[src/hw/rtl/hwc_pkg.sv]
package hwc_pkg;

  localparam int MAX_WINDOW   = 4096;
  localparam int FRAC_BITS    = 15;
  localparam int WS_W         = 13;
  localparam int IDX_W        = 12;
  localparam int COEF_W       = 16;
  localparam int DIV_STEPS    = 32;
  localparam int CORDIC_STEPS = 28;
  localparam int XY_W         = 34;
  localparam int Z_W          = 33;
  localparam int QUARTER_BITS = 30;
  localparam logic signed [XY_W-1:0] CORDIC_X0 = 34'sd652032874;

  localparam logic REG_WINDOW_SIZE = 1'b0;
  localparam logic REG_PERIODIC    = 1'b1;

  typedef struct packed {
    logic [WS_W-1:0]      rem;
    logic [DIV_STEPS-1:0] quo;
    logic                 oor;
    logic                 last;
    logic                 zph;
  } div_item_t;

  typedef struct packed {
    logic signed [XY_W-1:0] x;
    logic signed [XY_W-1:0] y;
    logic signed [Z_W-1:0]  z;
    logic [1:0]             quad;
    logic                   oor;
    logic                   last;
  } cordic_item_t;

  // Arctangent of 2^-i in units of 2^-32 turn.
  function automatic logic signed [Z_W-1:0] atan_turn(input int i);
    logic signed [Z_W-1:0] a;
    unique case (i)
      0:  a = 33'sd536870912;
      1:  a = 33'sd316933406;
      2:  a = 33'sd167458907;
      3:  a = 33'sd85004756;
      4:  a = 33'sd42667331;
      5:  a = 33'sd21354465;
      6:  a = 33'sd10679838;
      7:  a = 33'sd5340245;
      8:  a = 33'sd2670163;
      9:  a = 33'sd1335087;
      10: a = 33'sd667544;
      11: a = 33'sd333772;
      12: a = 33'sd166886;
      13: a = 33'sd83443;
      14: a = 33'sd41722;
      15: a = 33'sd20861;
      16: a = 33'sd10430;
      17: a = 33'sd5215;
      18: a = 33'sd2608;
      19: a = 33'sd1304;
      20: a = 33'sd652;
      21: a = 33'sd326;
      22: a = 33'sd163;
      23: a = 33'sd81;
      24: a = 33'sd41;
      25: a = 33'sd20;
      26: a = 33'sd10;
      27: a = 33'sd5;
      default: a = '0;
    endcase
    return a;
  endfunction

endpackage

[src/hw/rtl/hwc_cordic_cell.sv]
module hwc_cordic_cell #(
  parameter int STEP = 0
) (
  input  logic                  clk,
  input  logic                  rst_n,
  input  logic                  in_valid,
  output logic                  in_ready,
  input  hwc_pkg::cordic_item_t in_data,
  output logic                  out_valid,
  input  logic                  out_ready,
  output hwc_pkg::cordic_item_t out_data
);
  import hwc_pkg::*;

  localparam logic signed [Z_W-1:0] ANGLE = atan_turn(STEP);

  logic                   valid_r;
  cordic_item_t           data_r;
  cordic_item_t           data_nxt;
  logic signed [XY_W-1:0] dx;
  logic signed [XY_W-1:0] dy;

  assign dx = in_data.y >>> STEP;
  assign dy = in_data.x >>> STEP;

  always_comb begin
    data_nxt = in_data;
    if (!in_data.z[Z_W-1]) begin
      data_nxt.x = in_data.x - dx;
      data_nxt.y = in_data.y + dy;
      data_nxt.z = in_data.z - ANGLE;
    end else begin
      data_nxt.x = in_data.x + dx;
      data_nxt.y = in_data.y - dy;
      data_nxt.z = in_data.z + ANGLE;
    end
  end

  assign in_ready  = !valid_r || out_ready;
  assign out_valid = valid_r;
  assign out_data  = data_r;

  always_ff @(posedge clk) begin
    if (!rst_n) begin
      valid_r <= 1'b0;
    end else if (in_ready) begin
      valid_r <= in_valid;
    end
    if (in_ready && in_valid) begin
      data_r <= data_nxt;
    end
  end

endmodule

[config.mk]
export PLATFORM = sky130hd
export DESIGN_NAME = hwc_cordic_cell
export DESIGN_NICKNAME = d
export VERILOG_FILES = /design/src/hw/rtl/hwc_pkg.sv /design/src/hw/rtl/hwc_cordic_cell.sv
export SDC_FILE = /design/constraint.sdc
export NUM_CORES = 1
export LEC_CHECK = 0
export BUFFER_PORTS_ARGS = -buffer_cell sky130_fd_sc_hd__buf_2
export CAP_MARGIN = 40
export CORE_MARGIN = 5
export CORE_UTILIZATION = 45
export CTS_CLUSTER_SIZE = 40
export DETAILED_ROUTE_END_ITERATION = 16
export PLACE_DENSITY = 0.7
export SYNTH_ARGS = -nofsm -noshare
export SYNTH_HDL_FRONTEND = slang
export SYNTH_SLANG_ARGS = --single-unit
[constraint.sdc]
create_clock -name clk -period 3.53 [get_ports clk]
set_input_delay 0.353 -clock clk [delete_from_list [all_inputs] [get_ports clk]]
set_output_delay 0.353 -clock clk [all_outputs]
set_load 0.005 [all_outputs]
# After elaboration in Yosys (flattened, before gate mapping)

Cells that the tools add are included.

Reductions and logical operators: 3
Shift operators: 0
Mux-type cells: 1
Add/sub/neg operators: 5
Eq/ne operators: 0
Bitwise operators: 0
Magnitude comparators: 0
Div/mod/pow operators: 0
$mul: 0

Operators with widths:

| operator                                            | number |
|---|---|
| 2-to-1 mux 101 bit                                  | 1 |
| subtractor 34 bit                                   | 2 |
| adder 34 bit                                        | 1 |
| adder 33 x 31 -> 33 bit, second input constant      | 1 |
| subtractor 33 x 31 -> 33 bit, second input constant | 1 |
| logical AND 1 bit                                   | 1 |
| logical NOT 1 bit                                   | 1 |
| logical OR 1 bit                                    | 1 |

Memories: 0
Bits in latches: 0
Input bits: 109
Bits in read-only memories: 0
RAM bits: 0
Output and inout port bits: 107
Register bits: 106

# Longest topological paths before layout

Gate-level depths: netlist of run 1.

Depth after elaboration: 3
Gate-level depth with buffers: 12

# Worst setup path after synthesis of run 1

No wires, ideal clock.

Path kind: input port to flip-flop
From: in out_ready
To: reg data_r (netlist bit out_data[0]) (enable)
Path buffers: 0
Library setup time: 0.475 ns
Cell stages on the path: 2
Required time: 3.055 ns
Data arrival time: 2.916 ns
Path slack: 0.140 ns
Cell sequence: nand2b_1 and2_1

Word-level cells in the longest chain between the ends: 2

Ends and longest elaborated chain:

| element              | line                  | text |
|---|---|---|
| start, declared      | hwc_cordic_cell.sv:10 | `input logic out_ready,` |
| logical OR 1 bit     | hwc_cordic_cell.sv:39 | `assign in_ready = !valid_r \|\| out_ready;` |
| logical AND 1 bit    | hwc_cordic_cell.sv:49 | `if (in_ready && in_valid) begin` |
| end signal, assigned | hwc_cordic_cell.sv:50 | `data_r <= data_nxt;` |
| end, declared        | hwc_cordic_cell.sv:18 | `cordic_item_t data_r;` |

No other way between the ends.
A chain may end at the register's enable or synchronous reset.

==> impl_metrics.tcl, run 1 <==
set metrics [dict create \
    async_reset_ff_frac 0 \
    post-route-util 0.552 \
    final_common_cell "buf_2" \
    clk_latency_ns 0.36 \
    powerDensity_nw_per_um2 376 \
    die_w_um 152 \
    setup_viol 0 \
    drt-wirelength-per-cell_um 19.3 \
    synth.distinct_cells 77 \
    synth-xor-area-share 0.0638 \
    overflow 0 \
    synth_adder_area_share 0.148 \
    synth_area_sq_um 9070 \
    synth-compound-area-share 0.236 \
    io_pins 216 \
    route.detailed.drc 0 \
    min_period_ns 3.20 \
    use_met3 0.0407 \
    num_vias 8552 \
    drt_wl_total_um 29400 \
    use_met1 0.361 \
    start_util 0.452 \
    grt_pass1_wl_um 46000 \
    die_h_um 152 \
    fin_cells 1522 \
    cts_setup_buffers 0 \
    nets 1460 \
    yosysSeqAreaShare 0.347 \
    cp.arrival_ns 3.30 \
    die_area_sq_um 23100 \
    finalHoldViolCount 0 \
    power_w 0.00416 \
    viasPerCell 5.62 \
    crit_path_start "in_data[53]" \
    syn_inst 1004 \
    slew_headroom 0.382 \
    setup_tns_ns 0 \
    synthMuxAreaShare 0.0132 \
    cts_hold_buf 0 \
    synth_ff_type "edfxtp_1" \
    syn_avg_cell_area_sq_um 9.03 \
    ys_ff_latch 105 \
    final_cell_mix "buf_2 (215), a21oi_1 (113), edfxtp_1 (104), inv_1 (101), ha_1 (101)" \
    fmax_mhz 313 \
    cp-end-kind "flop" \
    worstReg2RegStart "out_valid$_SDFFE_PN0N_" \
    htree_levels 3 \
    synth-simple-area-share 0.125 \
    grt_start_max_net_pins 84 \
    met2_usage 0.387 \
    fin_skew_ns 0.00978 \
    status "finished, final reports clean" \
    grt_pass1_vias 8136 \
    clockBufferDepth 2 \
    final_max_slew_viol_count 0 \
    synth_edf_count 104 \
    worst_pin_slew_ns 0.926 \
    drv_cap 0 \
    grt-busiest-layer "met2" \
    place_congestion 0.964 \
    syn_nets 1218 \
    cts_tree "done" \
    path_class "in2reg" \
    cts_root_buffer "clkbuf_16" \
    antenna_found_initial 1 \
    cts_sinks 105 \
    hold_path.startpoint "in_data[18]" \
    layout-drive-gt1-share 0.255 \
    rsz0062_at_grt "no" \
    synth_top_family_by_area "compound AO/OA/AOI/OAI gates" \
    drt_iter0_drc 832 \
    crit_path_max_fanout 13 \
    yosysWarnings 0 \
    rows 52 \
    cts_buffers 9 \
    track_usage 0.246 \
    period_share 0.906 \
    irDropWorstVdd_mv 0.189 \
    ant_nets 0 \
    area_growth_pct 22.0 \
    leakagePower_nw 4.95 \
    cp.required_ns 3.63 \
    clk_pin_slew_ns 0.08 \
    hpwlAfterDp_um 24200 \
    hold_class "in2reg" \
    cts_resized 0 \
    coreArea_sq_um 20000 \
    port_buffers 215 \
    placed_cells 1505 \
    drtPass1Iterations 5 \
    crit_path_start_kind "input pin" \
]
==> kinds of logic (layout without fill, tap and decap cells) <==
| family | count (synthesis) | count (layout) |
|---|---|---|
| AOI/OAI and AO/OA | 333 | 333 |
| xor gates and xnor gates | 66 | 66 |
| adders and majority gates | 105 | 105 |
| buffers and inverters | 150 | 397 |
| DFF | 105 | 105 |
| muxes | 12 | 12 |
| other | 0 | 1 |
| and+or+nand+nor | 233 | 233 |
==> per-stage QoR <==
step / area [sq um] / setup slack, ns / hold WS [ns]
after floorplan: 9070 / 0.140 / 0.452
final: 11100 / 0.332 / 0.162
after detailed placement: 10700 / 0.0640 / 0.531
after CTS: 11100 / 0.439 / 0.151
after global routing: 11100 / 0.0634 / 0.149
after global placement: 10700 / 0.101 / 0.512
==> worst max-delay path, stage by stage <==
cell,delay (ns)
buf_2,0.10
inv_1,0.04
ha_1,0.60
nand4_2,0.23
nor3_1,0.44
nand3_1,0.12
o211ai_1,0.24
o311ai_1,0.15
a2111oi_0,0.56
o21bai_1,0.14
a21oi_1,0.22
xnor2_1,0.09
==> power breakdown <==
group          internal, W  switching (W)  total, W
clock             0.000505       0.000518   0.00102
sequential         0.00157      0.0000420   0.00161
combinational     0.000618       0.000907   0.00153
total              0.00269        0.00147   0.00416
==> cells in the mapped netlist, types with 12 or more instances <==
cell	count	area share
a21oi_1	113	0.062
nor2_1	81	0.034
o21bai_1	22	0.018
nand3_1	21	0.012
nor3_1	20	0.011
edfxtp_1	104	0.34
clkbuf_1	20	0.0083
a21o_1	16	0.013
ha_1	101	0.14
nand2_1	47	0.019
inv_1	101	0.042
o21ai_0	63	0.035
mux2i_1	12	0.013
o211ai_1	12	0.0099
buf_2	12	0.0066
xnor2_1	61	0.059
==> layout make-up <==
cell class | count | area [sq um]
timing repair buffer | 274 | 1540
tap | 270 | 338
inverter | 107 | 402
multi-input combinational | 749 | 5320
clock buffer | 9 | 225
antenna | 1 | 2.50
sequential | 105 | 3140
clock inverter | 7 | 85.1
fill | 1904 | 8980
==> path summary, 6_finish.rpt <==
path / end / depth (start not counted) / slack [ns]
setup / recovery: out_data[104]$_DFFE_PP_ / 12 / 0.33
hold / removal: out_data[18]$_DFFE_PP_ / 1 / 0.16
setup reg to reg: out_data[56]$_DFFE_PP_ / 3 / 1.74
hold reg to reg: out_valid$_SDFFE_PN0N_ / 2 / 0.54
==> flip-flops by register name, indices dropped and copies added, names as in the netlist <==
name,cells
out_data,104
out_valid,1
==> layer usage <==
metal	vias up	part of all wire
li1	4105	-
met1	4041	0.46
met2	389	0.45
met3	17	0.076
met4	0	0.0087
met5	-	0
Power figures use the tool's default switching activity.
==> inputs of run 2 (changes only) <==
--- a/config.mk
+++ b/config.mk
@@ -11,2 +11,3 @@
 export CORE_UTILIZATION = 45
+export CTS_BUF_LIST = sky130_fd_sc_hd__clkbuf_8
 export CTS_CLUSTER_SIZE = 40
--- a/constraint.sdc
+++ b/constraint.sdc
@@ -3,2 +3,2 @@
 set_output_delay 0.353 -clock clk [all_outputs]
-set_load 0.005 [all_outputs]
+set_load 0.02 [all_outputs]
==> run 2 against run 1 <==
Effect of this change: clock-buffer cell count is the same; die area unchanged; total power decreased by 2.3%; combinational power rose by 8%; maximum frequency increased by 7.3%; sequential share of layout area grew 0.45 points; worst setup slack improved by 0.22 ns.
==> impl_metrics.tcl, run 2 (synthesized netlist as in run 1, its figures left out) <==
set metrics [dict create \
    start_util 0.452 \
    grt_start_max_net_pins 60 \
    irDropWorstVdd_mv 0.170 \
    viasPerCell 5.65 \
    track_usage 0.242 \
    hpwlAfterDp_um 23600 \
    slew_headroom 0.588 \
    use_met3 0.0373 \
    io_pins 216 \
    finalHoldViolCount 0 \
    crit_path_max_fanout 10 \
    nets 1450 \
    status "finished, final reports clean" \
    die_area_sq_um 23100 \
    num_vias 8544 \
    fmax_mhz 336 \
    grt_pass1_vias 8185 \
    cts_setup_buffers 0 \
    leakagePower_nw 4.86 \
    worst_pin_slew_ns 0.612 \
    final_common_cell "buf_2" \
    multi_input_area_sq_um 5320 \
    drtPass1Iterations 6 \
    setup_tns_ns 0 \
    ant_nets 0 \
    ff_latch_area_sq_um 3140 \
    cts_root_buffer "clkbuf_8" \
    layout-drive-gt1-share 0.249 \
    clk_pin_slew_ns 0.12 \
    cts_sinks 105 \
    grt-busiest-layer "met2" \
    rows 52 \
    min_period_ns 2.98 \
    setup_viol 0 \
    cts_resized 0 \
    clk_latency_ns 0.39 \
    drt_wl_total_um 29000 \
    antenna_found_initial 2 \
    place_congestion 0.963 \
    htree_levels 3 \
    fin_cells 1513 \
    route.detailed.drc 0 \
    drt-wirelength-per-cell_um 19.1 \
    path_class "in2reg" \
    crit_path_start_kind "input pin" \
    rsz0062_at_grt "no" \
    largest_reg_flops 104 \
    area_growth_pct 20.1 \
    powerDensity_nw_per_um2 373 \
    clockBufferDepth 2 \
    die_h_um 152 \
    coreArea_sq_um 20000 \
    cts_buffers 9 \
    final_max_slew_viol_count 0 \
    cts_tree "done" \
    cts_hold_buf 0 \
    period_share 0.844 \
    port_buffers 215 \
    use_met1 0.356 \
    nFillCells 1895 \
    placed_cells 1495 \
    overflow 0 \
    die_w_um 152 \
    hold_class "in2reg" \
    final_cell_mix "buf_2 (215), a21oi_1 (113), edfxtp_1 (104), inv_1 (101), ha_1 (101)" \
    cp-end-kind "flop" \
    cp.required_ns 3.68 \
    met2_usage 0.369 \
    drv_cap 0 \
    grt_pass1_wl_um 45300 \
    fin_skew_ns 0.0142 \
    cp.arrival_ns 3.13 \
    drt_iter0_drc 795 \
]
==> run 2: changes by cell type in the layout (fill, tap and decap cells not counted), sizes merged <==
cell,before,now
inv,107,108
diode,1,2
buf,274,264
clkinvlp,1,0
==> run 2: per-stage QoR <==
| step | power [W] | cell area [sq um] | setup WS, ns | util | hold WS (ns) |
|---|---|---|---|---|---|
| after CTS | 0.00408 | 10900 | 0.608 | 0.543 | 0.0879 |
| after floorplan | 0.00268 | 9070 | 0.751 | - | 0.452 |
| final | 0.00406 | 10900 | 0.551 | 0.543 | 0.119 |
| after global routing | 0.00428 | 10900 | 0.345 | 0.543 | 0.0927 |
| after global placement | 0.00326 | 10700 | 0.153 | 0.533 | 0.530 |
| after detailed placement | 0.00327 | 10700 | 0.175 | 0.533 | 0.531 |
==> run 2: layout make-up <==
| cell class | instances | share of cell area |
|---|---|---|
| Antenna cell | 2 | 0.000460 |
| Clock buffer | 9 | 0.0114 |
| Clock inverter | 7 | 0.00793 |
| Inverter | 107 | 0.0369 |
| Multi-Input combinational cell | 749 | 0.489 |
| Sequential cell | 105 | 0.289 |
| Tap cell | 270 | 0.0310 |
| Timing Repair Buffer | 264 | 0.135 |
==> run 2: critical path, stage by stage <==
cell and delay [ns]:
buf_2 0.10, inv_1 0.05, ha_1 0.41, o21ai_0 0.36
a22o_1 0.22, a21oi_1 0.07, a311oi_1 0.40, a21oi_1 0.20
a2111oi_0 0.58, buf_4 0.20, o21bai_1 0.11, xnor2_1 0.08
==> run 2: routing by layer <==
layer,vias up,wire length [um]
li1,4076,-
met4,0,519
met5,-,0
met2,405,12700
met3,46,2260
met1,4017,13500
==> run 2: path summary, 6_finish.rpt <==
check                                end              startpoint  slack [ns]  cells after the start
setup / recovery  out_data[99]$_DFFE_PP_             in_data[43]        0.55                     12
hold / removal     out_data[7]$_DFFE_PP_              in_data[7]        0.12                      1
hold reg to reg   out_valid$_SDFFE_PN0N_  out_valid$_SDFFE_PN0N_        0.55                      2
setup reg to reg  out_data[70]$_DFFE_PP_  out_valid$_SDFFE_PN0N_        1.79                      3
==> run 2: power breakdown <==
part	leakage, nW	switching [W]	internal (W)
Combinational	3.74	0.00104	0.000607
Clock	0.104	0.000510	0.000287
Sequential	1.01	0.0000448	0.00157
Total	4.86	0.00160	0.00246
